===== src/sv/edeg_pkg.sv =====
`default_nettype none
package edeg_pkg;

   localparam int FRAC_BITS   = 23;
   localparam int SAMPLE_BITS = 16;

   localparam int VAL_W   = FRAC_BITS + 1;
   localparam int DIFF_W  = VAL_W + 1;
   localparam int PROD_W  = SAMPLE_BITS + DIFF_W;
   localparam int SHIFT_W = PROD_W - FRAC_BITS;
   localparam int TYPE_W  = 4;

   localparam int CSR_IDX_W  = 8;
   localparam int CSR_DATA_W = 32;

   localparam logic [VAL_W-1:0] ENV_ONE  = {1'b1, {FRAC_BITS{1'b0}}};
   localparam logic [VAL_W-1:0] ENV_ZERO = '0;

   typedef enum logic [TYPE_W-1:0] {
      REQ_SAMPLE  = 4'd0,
      REQ_ON      = 4'd1,
      REQ_RESET   = 4'd2,
      REQ_ATTACK  = 4'd3,
      REQ_HOLD    = 4'd4,
      REQ_DECAY   = 4'd5,
      REQ_SUSTAIN = 4'd6,
      REQ_RELEASE = 4'd7,
      REQ_OFF     = 4'd8
   } req_code_type;

   localparam logic [CSR_IDX_W-1:0] CSR_ATTACK_COEF  = 8'd0;
   localparam logic [CSR_IDX_W-1:0] CSR_HOLD_COEF    = 8'd1;
   localparam logic [CSR_IDX_W-1:0] CSR_DECAY_COEF   = 8'd2;
   localparam logic [CSR_IDX_W-1:0] CSR_RELEASE_COEF = 8'd3;

endpackage
`default_nettype wire


===== src/sv/edeg_req_if.sv =====
`default_nettype none
interface edeg_req_if
   import edeg_pkg::*;
   ();
   logic                          valid;
   logic                          ready;
   logic [TYPE_W-1:0]             req_type;
   logic signed [SAMPLE_BITS-1:0] sample_in;
   logic                          block_end;

   modport source (output valid, output req_type, output sample_in, output block_end,
                   input ready);
   modport sink   (input valid, input req_type, input sample_in, input block_end,
                   output ready);
endinterface
`default_nettype wire


===== src/sv/edeg_rsp_if.sv =====
`default_nettype none
interface edeg_rsp_if
   import edeg_pkg::*;
   ();
   logic                          valid;
   logic                          ready;
   logic signed [SAMPLE_BITS-1:0] sample_out;
   logic                          block_end_out;

   modport source (output valid, output sample_out, output block_end_out, input ready);
   modport sink   (input valid, input sample_out, input block_end_out, output ready);
endinterface
`default_nettype wire


===== src/sv/edeg_csr_if.sv =====
`default_nettype none
interface edeg_csr_if
   import edeg_pkg::*;
   ();
   logic                  valid;
   logic                  ready;
   logic [CSR_IDX_W-1:0]  idx;
   logic [CSR_DATA_W-1:0] wdata;

   modport source (output valid, output idx, output wdata, input ready);
   modport sink   (input valid, input idx, input wdata, output ready);
endinterface
`default_nettype wire


===== src/sv/edeg_scale.sv =====
`default_nettype none
module edeg_scale
   import edeg_pkg::*;
   (
   input  wire logic [VAL_W-1:0] env,
   input  wire logic [VAL_W-1:0] coef,
   output      logic [VAL_W-1:0] env_next
   );

   logic [2*VAL_W-1:0]        prod;
   logic [2*VAL_W-FRAC_BITS-1:0] shifted;

   // truncate after the multiply, clamp at one
   assign prod    = env * coef;
   assign shifted = prod[2*VAL_W-1:FRAC_BITS];

   always_comb begin
      if (shifted > {{(VAL_W-FRAC_BITS){1'b0}}, ENV_ONE}) begin
         env_next = ENV_ONE;
      end else begin
         env_next = shifted[VAL_W-1:0];
      end
   end

endmodule
`default_nettype wire


===== src/sv/edeg_shape.sv =====
`default_nettype none
module edeg_shape
   import edeg_pkg::*;
   (
   input  wire logic signed [SAMPLE_BITS-1:0] sample,
   input  wire logic        [VAL_W-1:0]       env_fast,
   input  wire logic        [VAL_W-1:0]       env_slow,
   output      logic signed [SAMPLE_BITS-1:0] shaped
   );

   logic signed [DIFF_W-1:0]  diff;
   logic signed [PROD_W-1:0]  prod;
   logic signed [SHIFT_W-1:0] quot;
   logic                      in_range;

   assign diff = $signed({1'b0, env_fast}) - $signed({1'b0, env_slow});
   assign prod = sample * diff;
   // arithmetic shift rounds toward minus infinity
   assign quot = prod[PROD_W-1:FRAC_BITS];

   assign in_range = (quot[SHIFT_W-1:SAMPLE_BITS-1] == '0) ||
                     (quot[SHIFT_W-1:SAMPLE_BITS-1] == '1);

   always_comb begin
      if (in_range) begin
         shaped = quot[SAMPLE_BITS-1:0];
      end else if (quot[SHIFT_W-1]) begin
         shaped = {1'b1, {(SAMPLE_BITS-1){1'b0}}};
      end else begin
         shaped = {1'b0, {(SAMPLE_BITS-1){1'b1}}};
      end
   end

endmodule
`default_nettype wire


===== src/sv/exp_difference_envelope_gen.sv =====
// Envelope generator: gain = e1 - e2, two decaying exponentials in Q1.23.
// req_bus carries words: a sample word (type sample) is multiplied by the
// current gain, saturated to 16 bits and sent on rsp_bus together with its
// block_end mark; afterwards e1 and e2 are each scaled by their coefficient.
// Command words (on, reset, attack, hold, decay, sustain, release, off)
// change envelope state and produce no rsp_bus word; codes 9-15 are dropped.
// csr_bus writes the attack, hold, decay and release coefficients (index
// 0 to 3, low 24 bits of the data kept); it is always ready. The user must
// make writes only while no word is in flight; the block does not enforce it.
// A sample word passes the input register, then the result register, to
// rsp_bus. Throughput: one word per cycle while rsp_bus does not stall;
// each envelope update loop holds one 24x24 multiply per cycle.
// When rsp_bus stalls, the result register holds its word and the input
// register keeps taking command words; a sample waits in the input register
// and req_bus.ready drops only once both registers are full.
// Reset (synchronous, active high) empties both registers and sets every
// coefficient register, e1, e2, c1 and c2 to 1.0.
`default_nettype none
module exp_difference_envelope_gen
   import edeg_pkg::*;
   (
   input wire logic  clock,
   input wire logic  reset,
   edeg_req_if.sink  req_bus,
   edeg_rsp_if.source rsp_bus,
   edeg_csr_if.sink  csr_bus
   );

   logic [VAL_W-1:0] attack_coef_ff,  attack_coef_in;
   logic [VAL_W-1:0] hold_coef_ff,    hold_coef_in;
   logic [VAL_W-1:0] decay_coef_ff,   decay_coef_in;
   logic [VAL_W-1:0] release_coef_ff, release_coef_in;

   logic [VAL_W-1:0] env_fast_ff,  env_fast_in;
   logic [VAL_W-1:0] env_slow_ff,  env_slow_in;
   logic [VAL_W-1:0] coef_fast_ff, coef_fast_in;
   logic [VAL_W-1:0] coef_slow_ff, coef_slow_in;

   logic                          in_vld_ff,    in_vld_in;
   logic [TYPE_W-1:0]             in_type_ff,   in_type_in;
   logic signed [SAMPLE_BITS-1:0] in_sample_ff, in_sample_in;
   logic                          in_end_ff,    in_end_in;

   logic                          out_vld_ff,    out_vld_in;
   logic signed [SAMPLE_BITS-1:0] out_sample_ff, out_sample_in;
   logic                          out_end_ff,    out_end_in;

   logic                          req_fire;
   logic                          is_sample;
   logic                          out_free;
   logic                          ex_go;
   logic [VAL_W-1:0]              env_fast_next;
   logic [VAL_W-1:0]              env_slow_next;
   logic signed [SAMPLE_BITS-1:0] shaped;
   logic [VAL_W-1:0]              csr_val;

   edeg_scale u_scale_fast (
      .env      (env_fast_ff),
      .coef     (coef_fast_ff),
      .env_next (env_fast_next)
   );

   edeg_scale u_scale_slow (
      .env      (env_slow_ff),
      .coef     (coef_slow_ff),
      .env_next (env_slow_next)
   );

   edeg_shape u_shape (
      .sample   (in_sample_ff),
      .env_fast (env_fast_ff),
      .env_slow (env_slow_ff),
      .shaped   (shaped)
   );

   // handshake
   assign is_sample     = (req_code_type'(in_type_ff) == REQ_SAMPLE);
   assign out_free      = !out_vld_ff || rsp_bus.ready;
   assign ex_go         = in_vld_ff && (!is_sample || out_free);
   assign req_bus.ready = !in_vld_ff || ex_go;
   assign req_fire      = req_bus.valid && req_bus.ready;

   assign rsp_bus.valid         = out_vld_ff;
   assign rsp_bus.sample_out    = out_sample_ff;
   assign rsp_bus.block_end_out = out_end_ff;

   assign csr_bus.ready = 1'b1;
   assign csr_val       = csr_bus.wdata[VAL_W-1:0];

   // input register
   always_comb begin
      in_vld_in    = in_vld_ff;
      in_type_in   = in_type_ff;
      in_sample_in = in_sample_ff;
      in_end_in    = in_end_ff;
      if (req_fire) begin
         in_vld_in    = 1'b1;
         in_type_in   = req_bus.req_type;
         in_sample_in = req_bus.sample_in;
         in_end_in    = req_bus.block_end;
      end else if (ex_go) begin
         in_vld_in = 1'b0;
      end
   end

   // result register
   always_comb begin
      out_vld_in    = out_vld_ff;
      out_sample_in = out_sample_ff;
      out_end_in    = out_end_ff;
      if (ex_go && is_sample) begin
         out_vld_in    = 1'b1;
         out_sample_in = shaped;
         out_end_in    = in_end_ff;
      end else if (rsp_bus.ready) begin
         out_vld_in = 1'b0;
      end
   end

   // envelope state
   always_comb begin
      env_fast_in  = env_fast_ff;
      env_slow_in  = env_slow_ff;
      coef_fast_in = coef_fast_ff;
      coef_slow_in = coef_slow_ff;
      if (ex_go) begin
         case (req_code_type'(in_type_ff))
            REQ_SAMPLE: begin
               env_fast_in = env_fast_next;
               env_slow_in = env_slow_next;
            end
            REQ_ON: begin
               env_fast_in  = ENV_ONE;
               env_slow_in  = ENV_ONE;
               coef_fast_in = ENV_ONE;
               coef_slow_in = ENV_ONE;
            end
            REQ_RESET: begin
               env_fast_in = ENV_ONE;
               env_slow_in = ENV_ONE;
            end
            REQ_ATTACK:  coef_slow_in = attack_coef_ff;
            REQ_HOLD:    coef_fast_in = hold_coef_ff;
            REQ_DECAY:   coef_fast_in = decay_coef_ff;
            REQ_SUSTAIN: coef_fast_in = ENV_ONE;
            REQ_RELEASE: coef_fast_in = release_coef_ff;
            REQ_OFF:     coef_fast_in = ENV_ZERO;
            default: begin
            end
         endcase
      end
   end

   // coefficient registers
   always_comb begin
      attack_coef_in  = attack_coef_ff;
      hold_coef_in    = hold_coef_ff;
      decay_coef_in   = decay_coef_ff;
      release_coef_in = release_coef_ff;
      if (csr_bus.valid) begin
         case (csr_bus.idx)
            CSR_ATTACK_COEF:  attack_coef_in  = csr_val;
            CSR_HOLD_COEF:    hold_coef_in    = csr_val;
            CSR_DECAY_COEF:   decay_coef_in   = csr_val;
            CSR_RELEASE_COEF: release_coef_in = csr_val;
            default: begin
            end
         endcase
      end
   end

   always_ff @(posedge clock) begin
      if (reset) begin
         in_vld_ff       <= 1'b0;
         out_vld_ff      <= 1'b0;
         env_fast_ff     <= ENV_ONE;
         env_slow_ff     <= ENV_ONE;
         coef_fast_ff    <= ENV_ONE;
         coef_slow_ff    <= ENV_ONE;
         attack_coef_ff  <= ENV_ONE;
         hold_coef_ff    <= ENV_ONE;
         decay_coef_ff   <= ENV_ONE;
         release_coef_ff <= ENV_ONE;
      end else begin
         in_vld_ff       <= in_vld_in;
         out_vld_ff      <= out_vld_in;
         env_fast_ff     <= env_fast_in;
         env_slow_ff     <= env_slow_in;
         coef_fast_ff    <= coef_fast_in;
         coef_slow_ff    <= coef_slow_in;
         attack_coef_ff  <= attack_coef_in;
         hold_coef_ff    <= hold_coef_in;
         decay_coef_ff   <= decay_coef_in;
         release_coef_ff <= release_coef_in;
      end
   end

   always_ff @(posedge clock) begin
      in_type_ff    <= in_type_in;
      in_sample_ff  <= in_sample_in;
      in_end_ff     <= in_end_in;
      out_sample_ff <= out_sample_in;
      out_end_ff    <= out_end_in;
   end

endmodule
`default_nettype wire

===== src/flat_wrapper.sv =====
// flat-port wrapper written by rule: the top's interface ports become plain ports
module exp_difference_envelope_gen_flat import edeg_pkg::*;
  (clock, reset, req_bus_valid, req_bus_req_type, req_bus_sample_in, req_bus_block_end, req_bus_ready, rsp_bus_valid, rsp_bus_sample_out, rsp_bus_block_end_out, rsp_bus_ready, csr_bus_valid, csr_bus_idx, csr_bus_wdata, csr_bus_ready);
  edeg_req_if req_bus_i ();
  edeg_rsp_if rsp_bus_i ();
  edeg_csr_if csr_bus_i ();
  input wire logic clock;
  input wire logic reset;
  input wire logic [$bits(req_bus_i.valid)-1:0] req_bus_valid;
  input wire logic [$bits(req_bus_i.req_type)-1:0] req_bus_req_type;
  input wire logic [$bits(req_bus_i.sample_in)-1:0] req_bus_sample_in;
  input wire logic [$bits(req_bus_i.block_end)-1:0] req_bus_block_end;
  output wire logic [$bits(req_bus_i.ready)-1:0] req_bus_ready;
  output wire logic [$bits(rsp_bus_i.valid)-1:0] rsp_bus_valid;
  output wire logic [$bits(rsp_bus_i.sample_out)-1:0] rsp_bus_sample_out;
  output wire logic [$bits(rsp_bus_i.block_end_out)-1:0] rsp_bus_block_end_out;
  input wire logic [$bits(rsp_bus_i.ready)-1:0] rsp_bus_ready;
  input wire logic [$bits(csr_bus_i.valid)-1:0] csr_bus_valid;
  input wire logic [$bits(csr_bus_i.idx)-1:0] csr_bus_idx;
  input wire logic [$bits(csr_bus_i.wdata)-1:0] csr_bus_wdata;
  output wire logic [$bits(csr_bus_i.ready)-1:0] csr_bus_ready;
  assign req_bus_i.valid = req_bus_valid;
  assign req_bus_i.req_type = req_bus_req_type;
  assign req_bus_i.sample_in = req_bus_sample_in;
  assign req_bus_i.block_end = req_bus_block_end;
  assign req_bus_ready = req_bus_i.ready;
  assign rsp_bus_valid = rsp_bus_i.valid;
  assign rsp_bus_sample_out = rsp_bus_i.sample_out;
  assign rsp_bus_block_end_out = rsp_bus_i.block_end_out;
  assign rsp_bus_i.ready = rsp_bus_ready;
  assign csr_bus_i.valid = csr_bus_valid;
  assign csr_bus_i.idx = csr_bus_idx;
  assign csr_bus_i.wdata = csr_bus_wdata;
  assign csr_bus_ready = csr_bus_i.ready;
  exp_difference_envelope_gen u_core (.clock(clock), .reset(reset), .req_bus(req_bus_i), .rsp_bus(rsp_bus_i), .csr_bus(csr_bus_i));
endmodule

===== config.mk =====
export PLATFORM = sky130hd
export DESIGN_NAME = exp_difference_envelope_gen_flat
export DESIGN_NICKNAME = d
export VERILOG_FILES = /design/src/sv/edeg_pkg.sv /design/src/sv/edeg_req_if.sv /design/src/sv/edeg_rsp_if.sv /design/src/sv/edeg_csr_if.sv /design/src/sv/edeg_scale.sv /design/src/sv/edeg_shape.sv /design/src/sv/exp_difference_envelope_gen.sv /design/src/flat_wrapper.sv
export SDC_FILE = /design/constraint.sdc
export NUM_CORES = 2
export LEC_CHECK = 0
export ABC_AREA = 1
export ABC_CLOCK_PERIOD_IN_PS = 22900
export BUFFER_PORTS_ARGS = -buffer_cell sky130_fd_sc_hd__buf_2
export CORE_AREA = 2 2 412 333
export CTS_CLUSTER_SIZE = 25
export DETAILED_ROUTE_END_ITERATION = 10
export DIE_AREA = 0 0 414 335
export GPL_ROUTABILITY_DRIVEN = 0
export MAX_ROUTING_LAYER = met4
export PLACE_DENSITY = 0.65
export SLEW_MARGIN = 5
export SYNTH_ARGS = -nofsm -noshare
export SYNTH_HDL_FRONTEND = slang
export SYNTH_HIERARCHICAL = 1
export SYNTH_SLANG_ARGS = --single-unit

===== constraint.sdc =====
create_clock -name clock -period 22.9 [get_ports clock]
set_clock_uncertainty 0.05 [all_clocks]
set_input_delay 3.435 -clock clock [delete_from_list [all_inputs] [get_ports clock]]
set_output_delay 3.435 -clock clock [all_outputs]
set_load 0.05 [all_outputs]

Word-level counts from Yosys, hierarchy flattened
Index checks and enable logic that the tools add are counted.
{ "word_totals": {"regBits": 232, "input_bits": 66, "output_inout_bits": 20, "wordCells": 72} }
{ "op_classes": {"add_sub_neg": 1, "mul": 3, "order_cmp": 2, "eq_ne": 12, "mux": 12, "reduce_logical": 27} }
{ "ops": {"columns": ["cell", "n"], "rows": [
  ["one-hot mux 24 bit (2 select lines)", 3],
  ["one-hot mux 24 bit (5 select lines)", 1],
  ["multiplier 24 x 24 -> 48 bit", 2],
  ["> comparator 25 x 24 -> 1 bit, second input constant", 2],
  ["two-way mux 24 bit", 2],
  ["multiplier 16 x 25 -> 41 bit", 1],
  ["two-way mux 16 bit", 2],
  ["subtractor 24 x 24 -> 25 bit", 1],
  ["== test 4 x 3 -> 1 bit, second input constant", 4],
  ["== test 8 x 2 -> 1 bit, second input constant", 2],
  ["AND reduction 2 bit", 7],
  ["== test 4 x 2 -> 1 bit, second input constant", 2],
  ["== test 8 x 1 -> 1 bit, second input constant", 1],
  ["logical NOT 8 bit", 1],
  ["nonzero test 2 bit", 4],
  ["nonzero test 5 bit", 1],
  ["== test 4 x 1 -> 1 bit, second input constant", 1],
  ["== test 4 bit, second input constant", 1],
  ["logical NOT 4 bit", 1],
  ["logical OR 1 bit", 4],
  ["two-way mux 1 bit", 4],
  ["OR reduction 2 bit", 2],
  ["== test 3 bit, second input constant", 1],
  ["logical AND 1 bit", 3],
  ["other kinds (2)", 4]
]} }

Depth between registers and ports, before layout
{ "logic_depth": {"word_depth": 7, "mapped_depth": 43, "depth_no_buf": 42} }

Modules after synthesis
Netlist, hierarchy kept.
{ "by_module_without_submodules": {"columns": ["module", "instances", "cells_each", "area_per_inst_um2", "seq_area_each_um2"], "rows": [
  ["edeg_scale at u_core.u_scale_slow", 1, 2869, 20534.7, 0.0],
  ["edeg_scale at u_core.u_scale_fast", 1, 2878, 20512.2, 0.0],
  ["edeg_shape", 1, 2234, 16684.8, 0.0],
  ["exp_difference_envelope_gen", 1, 1211, 9175.0, 5024.8]
]} }

Least setup slack after synthesis
OpenSTA, ideal clock, no wires.
{ "synth_path": {"kind": "in2out", "start": "input port rsp_bus_ready", "end": "output port req_bus_ready", "t_arrival_ns": 3.988, "required_ns": 19.415, "slack_ns": 15.427, "stages": 4, "path_buffers": 0, "path_cell_list": "nor2_1 -> nand3_1 -> nor2_1 -> inv_1"} }
{ "synth_between": {"elab_chain_cells": 4} }
{ "synth_rtl": {"columns": ["item", "line_no", "text"], "rows": [
  ["start: declaration", "flat_wrapper.sv:17", "input wire logic [$bits(rsp_bus_i.ready)-1:0] rsp_bus_ready;"],
  ["logical OR 1 bit", "exp_difference_envelope_gen.sv:78", "assign out_free = !out_vld_ff || rsp_bus.ready;"],
  ["logical OR 1 bit", "exp_difference_envelope_gen.sv:79", "assign ex_go = in_vld_ff && (!is_sample || out_free);"],
  ["logical AND 1 bit", "exp_difference_envelope_gen.sv:79", null],
  ["logical OR 1 bit", "exp_difference_envelope_gen.sv:80", "assign req_bus.ready = !in_vld_ff || ex_go;"],
  ["end: declaration", "flat_wrapper.sv:13", "output wire logic [$bits(req_bus_i.ready)-1:0] req_bus_ready;"]
]} }
Every way passes these cells.

Final worst setup path
{ "layout_path": {"start": "register u_core.env_fast_ff[9]", "end": "register u_core.out_sample_ff[9] (netlist: u_core/rsp_bus.sample_out[9]) (data pin)"} }
{ "layout_between": {"elab_chain_cells": 5, "elab_cells_between_ends": 7, "cone_classes": "add/sub (1); mul (1); eq/ne (1); mux (2); reduce/logical (2)"} }
{ "layout_rtl": {"columns": ["item", "line_no", "text"], "rows": [
  ["start: declaration", "exp_difference_envelope_gen.sv:34", "logic [VAL_W-1:0] env_fast_ff, env_fast_in;"],
  ["start signal: assignment", "exp_difference_envelope_gen.sv:187", "env_fast_ff <= env_fast_in;"],
  ["subtractor 24 x 24 -> 25 bit *", "edeg_shape.sv:16", "assign diff = $signed({1'b0, env_fast}) - $signed({1'b0, env_slow});"],
  ["multiplier 16 x 25 -> 41 bit *", "edeg_shape.sv:17", "assign prod = sample * diff;"],
  ["== test 3 bit / logical NOT 3 bit (equally long branches)", "edeg_shape.sv:22, edeg_shape.sv:21", null],
  ["logical OR 1 bit", "edeg_shape.sv:21", "assign in_range = (quot[SHIFT_W-1:SAMPLE_BITS-1] == '0) ||"],
  ["two-way mux 16 bit *", "edeg_shape.sv:25", "if (in_range) begin"],
  ["via u_core.shaped[9]", "exp_difference_envelope_gen.sv:54", "logic signed [SAMPLE_BITS-1:0] shaped;"],
  ["end signal: assignment", "exp_difference_envelope_gen.sv:202", "out_sample_ff <= out_sample_in;"],
  ["end: declaration", "exp_difference_envelope_gen.sv:45", "logic signed [SAMPLE_BITS-1:0] out_sample_ff, out_sample_in;"]
]} }
Mark *: on every way through the listed nets, which the timed path passes. The rest lies on a longest branch.
A chain may end at the register's enable or synchronous reset.

==> results.yml <==
logic_synthesis:
  yosys.area_share.simple_pct: 21.4
  synthAdderAreaFrac_pct: 49.0
  synth_top_area_share_pct: 40.4
  ys.flop_type: "dfxtp_1"
  syn_area_per_cell_um2: 7.28
  yosysSeqAreaShare_pct: 7.51
  synth.most_common_cell: "inv_1"
  syn_inst: 9192
  synth_common_cells: "inv_1 (2719), nand2_1 (2606), fa_1 (1350), nor2_1 (589), ha_1 (461)"
  synth_edf_count: 38
  synthArstFlopShare_pct: 0
  yosys.area_share.xor_xnor_pct: 0.823
  ys_ff_latch: 232
  synth_mux_area_share_pct: 0
  synthTopCellsByArea: "fa_1 (40%), inv_1 (15%), nand2_1 (15%), ha_1 (8.6%), dfxtp_1 (5.8%)"
  synth_warnings: 6
  synth_fp_nets: 11069
  synth_cell_types: 58
  synth_top_family_by_area: "adder cells"
  synth_compound_area_share_pct: 3.83
  syn_area_um2: 66900
  yosys.area.top_type: "fa_1"
grt:
  grt_max_degree: 120
  antenna_found_initial: 5
  overflow: 0
  grt_use_total_pct: 28.9
  grt_pass1_wl_um: 309000
  grt_pass1_vias: 57096
floorplan:
  die_w_um: 414
  start_util_pct: 49.7
  fp.dieArea_um2: 139000
  die-height_um: 335
  io_pins: 86
  core_area_um2: 135000
  rows: 121
route:
  routed_via_density: 5.09
  wirelength_um: 189000
  drc: 0
  antenna_left: 0
  drt_pre_antenna_iters: 7
  vias: 55476
  wire_per_inst_um: 17.4
  drt-initial-drc-count: 4860
placed_design:
  io_buffers: 76
  post-dp-hpwl_um: 150000
clock_tree:
  cts_buffers: 27
  clk_latency_ns: 0.66
  clockBufferDepth: 3
  root_buffer: "clkbuf_16"
  cts_tree: "built"
  cts.repair.resized: 0
  cts.reportedPaths.clkPinSlew_ns: 0.07
  cts_setup_buffers: 0
  clock_sinks: 232
  hold_buffers: 0
  h-tree-depth: 1
timing:
  tightest_slew_ns: 1.19
  grt_setup_unrepaired: "false"
  period_needed_ns: 9.12
  fin_tns_setup_ns: 0
  hold_viol_final: 0
  slew_viol_final: 0
  setup_violations: 0
  slew_headroom_pct: 20.6
  fin_hold_ws_ns: 0.373
  fmax_ghz: 0.110
  finalCritPeriodShare_pct: 39.8
cells_and_area:
  drive_above_1_share_pct: 4.89
  fin_util_pct: 52.0
  nNetsFinal: 10971
  fillCellCount: 13195
  area_growth_pct: 4.76
run:
  drv_cap: 0
worst_setup_path:
  max_stage_delay_ns: 0.92
  cp-end-kind: "register"
  worstSetupStartpointType: "register"
  slowest_stage: "dfxtp_1"
  critical_path_arrival_ns: 9.45
  worst-path-max-fanout: 15
  required_ns: 23.23
  critPathKind: "register to register"
worst_hold_path:
  holdCritPathClass: "register to register"
run_status:
  status: "complete, no violations"
## final cells by class
| type | count | area, µm² | area share, % |
|---|---|---|---|
| clock inverter | 16 | 204 | 0.291 |
| timing repair buffer | 194 | 1270 | 1.81 |
| multi-input combinational | 5891 | 50300 | 71.7 |
| antenna | 1 | 2.50 | 0.00357 |
| tap | 1783 | 2230 | 3.18 |
| clock buffer | 34 | 753 | 1.07 |
| sequential | 232 | 5040 | 7.19 |
| inverter | 2748 | 10300 | 14.7 |
## kinds of logic after synthesis
logic type	Yosys count
and+or+nand+nor	3573
adders and majority gates	1811
DFF	232
AOI/OAI and AO/OA	450
other	1
xor gates and xnor gates	56
buffers and inverters	3069
## worst max-delay path, delay by kind of cell, from the launching register on
family / cells / cell delay, ns
DFF: 1 / 0.92
adders and majority gates: 8 / 4.13
AOI/OAI and AO/OA: 3 / 0.74
buffers and inverters: 7 / 0.98
and+or+nand+nor: 13 / 2.06
## per-layer routing
layer	share of wire, %	vias up	global-route usage [%]
met3	9.2	309	4.48
li1	-	25760	-
met1	44	27137	40.0
met2	44	2270	44.6
met4	2.9	0	7.15
met5	0	-	-
## layout by cell type, fill, tap and decap left out, types with 4 or more instances in the layout
cell,count
inv_1,2718
nand2_1,2606
fa_1,1350
nor2_1,587
ha_1,461
a21oi_1,213
dfxtp_1,182
nand3_1,154
o21ai_0,123
buf_4,118
buf_2,76
nand4_1,71
nor2_2,47
edfxtp_1,38
nand2_2,37
a21oi_2,34
xor2_1,31
clkbuf_16,28
o22ai_1,23
inv_2,22
o21bai_1,20
xnor2_1,19
nor3_1,18
dfxtp_2,12
nand3_2,10
nand2_4,10
a21o_1,9
nor2_4,6
clkinv_1,6
o211ai_1,5
o21ai_1,5
nor3_2,5
inv_6,4
nor4_1,4
and2_1,4
o21a_1,4
nand3b_1,4
## flip-flops by register name (all words and copies together) (netlist names)
| register | flops |
|---|---|
| u_core/in_type_ff | 4 |
| u_core/env_slow_ff | 24 |
| u_core/decay_coef_ff | 24 |
| u_core/rsp_bus.valid | 1 |
| u_core/in_end_ff | 1 |
| u_core/coef_fast_ff | 24 |
| u_core/attack_coef_ff | 24 |
| u_core/rsp_bus.sample_out | 16 |
| u_core/release_coef_ff | 24 |
| u_core/in_sample_ff | 16 |
| u_core/in_vld_ff | 1 |
| u_core/hold_coef_ff | 24 |
| u_core/env_fast_ff | 24 |
| u_core/coef_slow_ff | 24 |
| u_core/rsp_bus.block_end_out | 1 |
## final timing paths
| kind | start | to | slack [ns] | cells after the start |
|---|---|---|---|---|
| max reg2reg | u_core/env_fast_ff[9] | u_core/rsp_bus.sample_out[9] | 13.78 | 31 |
| min reg2reg | u_core/in_end_ff | u_core/rsp_bus.block_end_out | 0.37 | 0 |
| min | u_core/in_end_ff | u_core/rsp_bus.block_end_out | 0.37 | 0 |
| max | u_core/env_fast_ff[9] | u_core/rsp_bus.sample_out[9] | 13.78 | 31 |
## through the flow
| stage | cell area (µm²) | setup slack (ns) | cells |
|---|---|---|---|
| after floorplan | 66900 | 15.43 | 9192 |
| after global placement | 69100 | 14.07 | 10848 |
| after detailed placement | 69100 | 13.92 | 10848 |
| after CTS | 70100 | 13.92 | 10898 |
| after global routing | 70100 | 13.40 | 10899 |
| final | 70100 | 13.78 | 10899 |
Power is left out: the tool's default activity adds up to more than one toggle a clock period on the data nets, which glitch-free logic cannot reach.
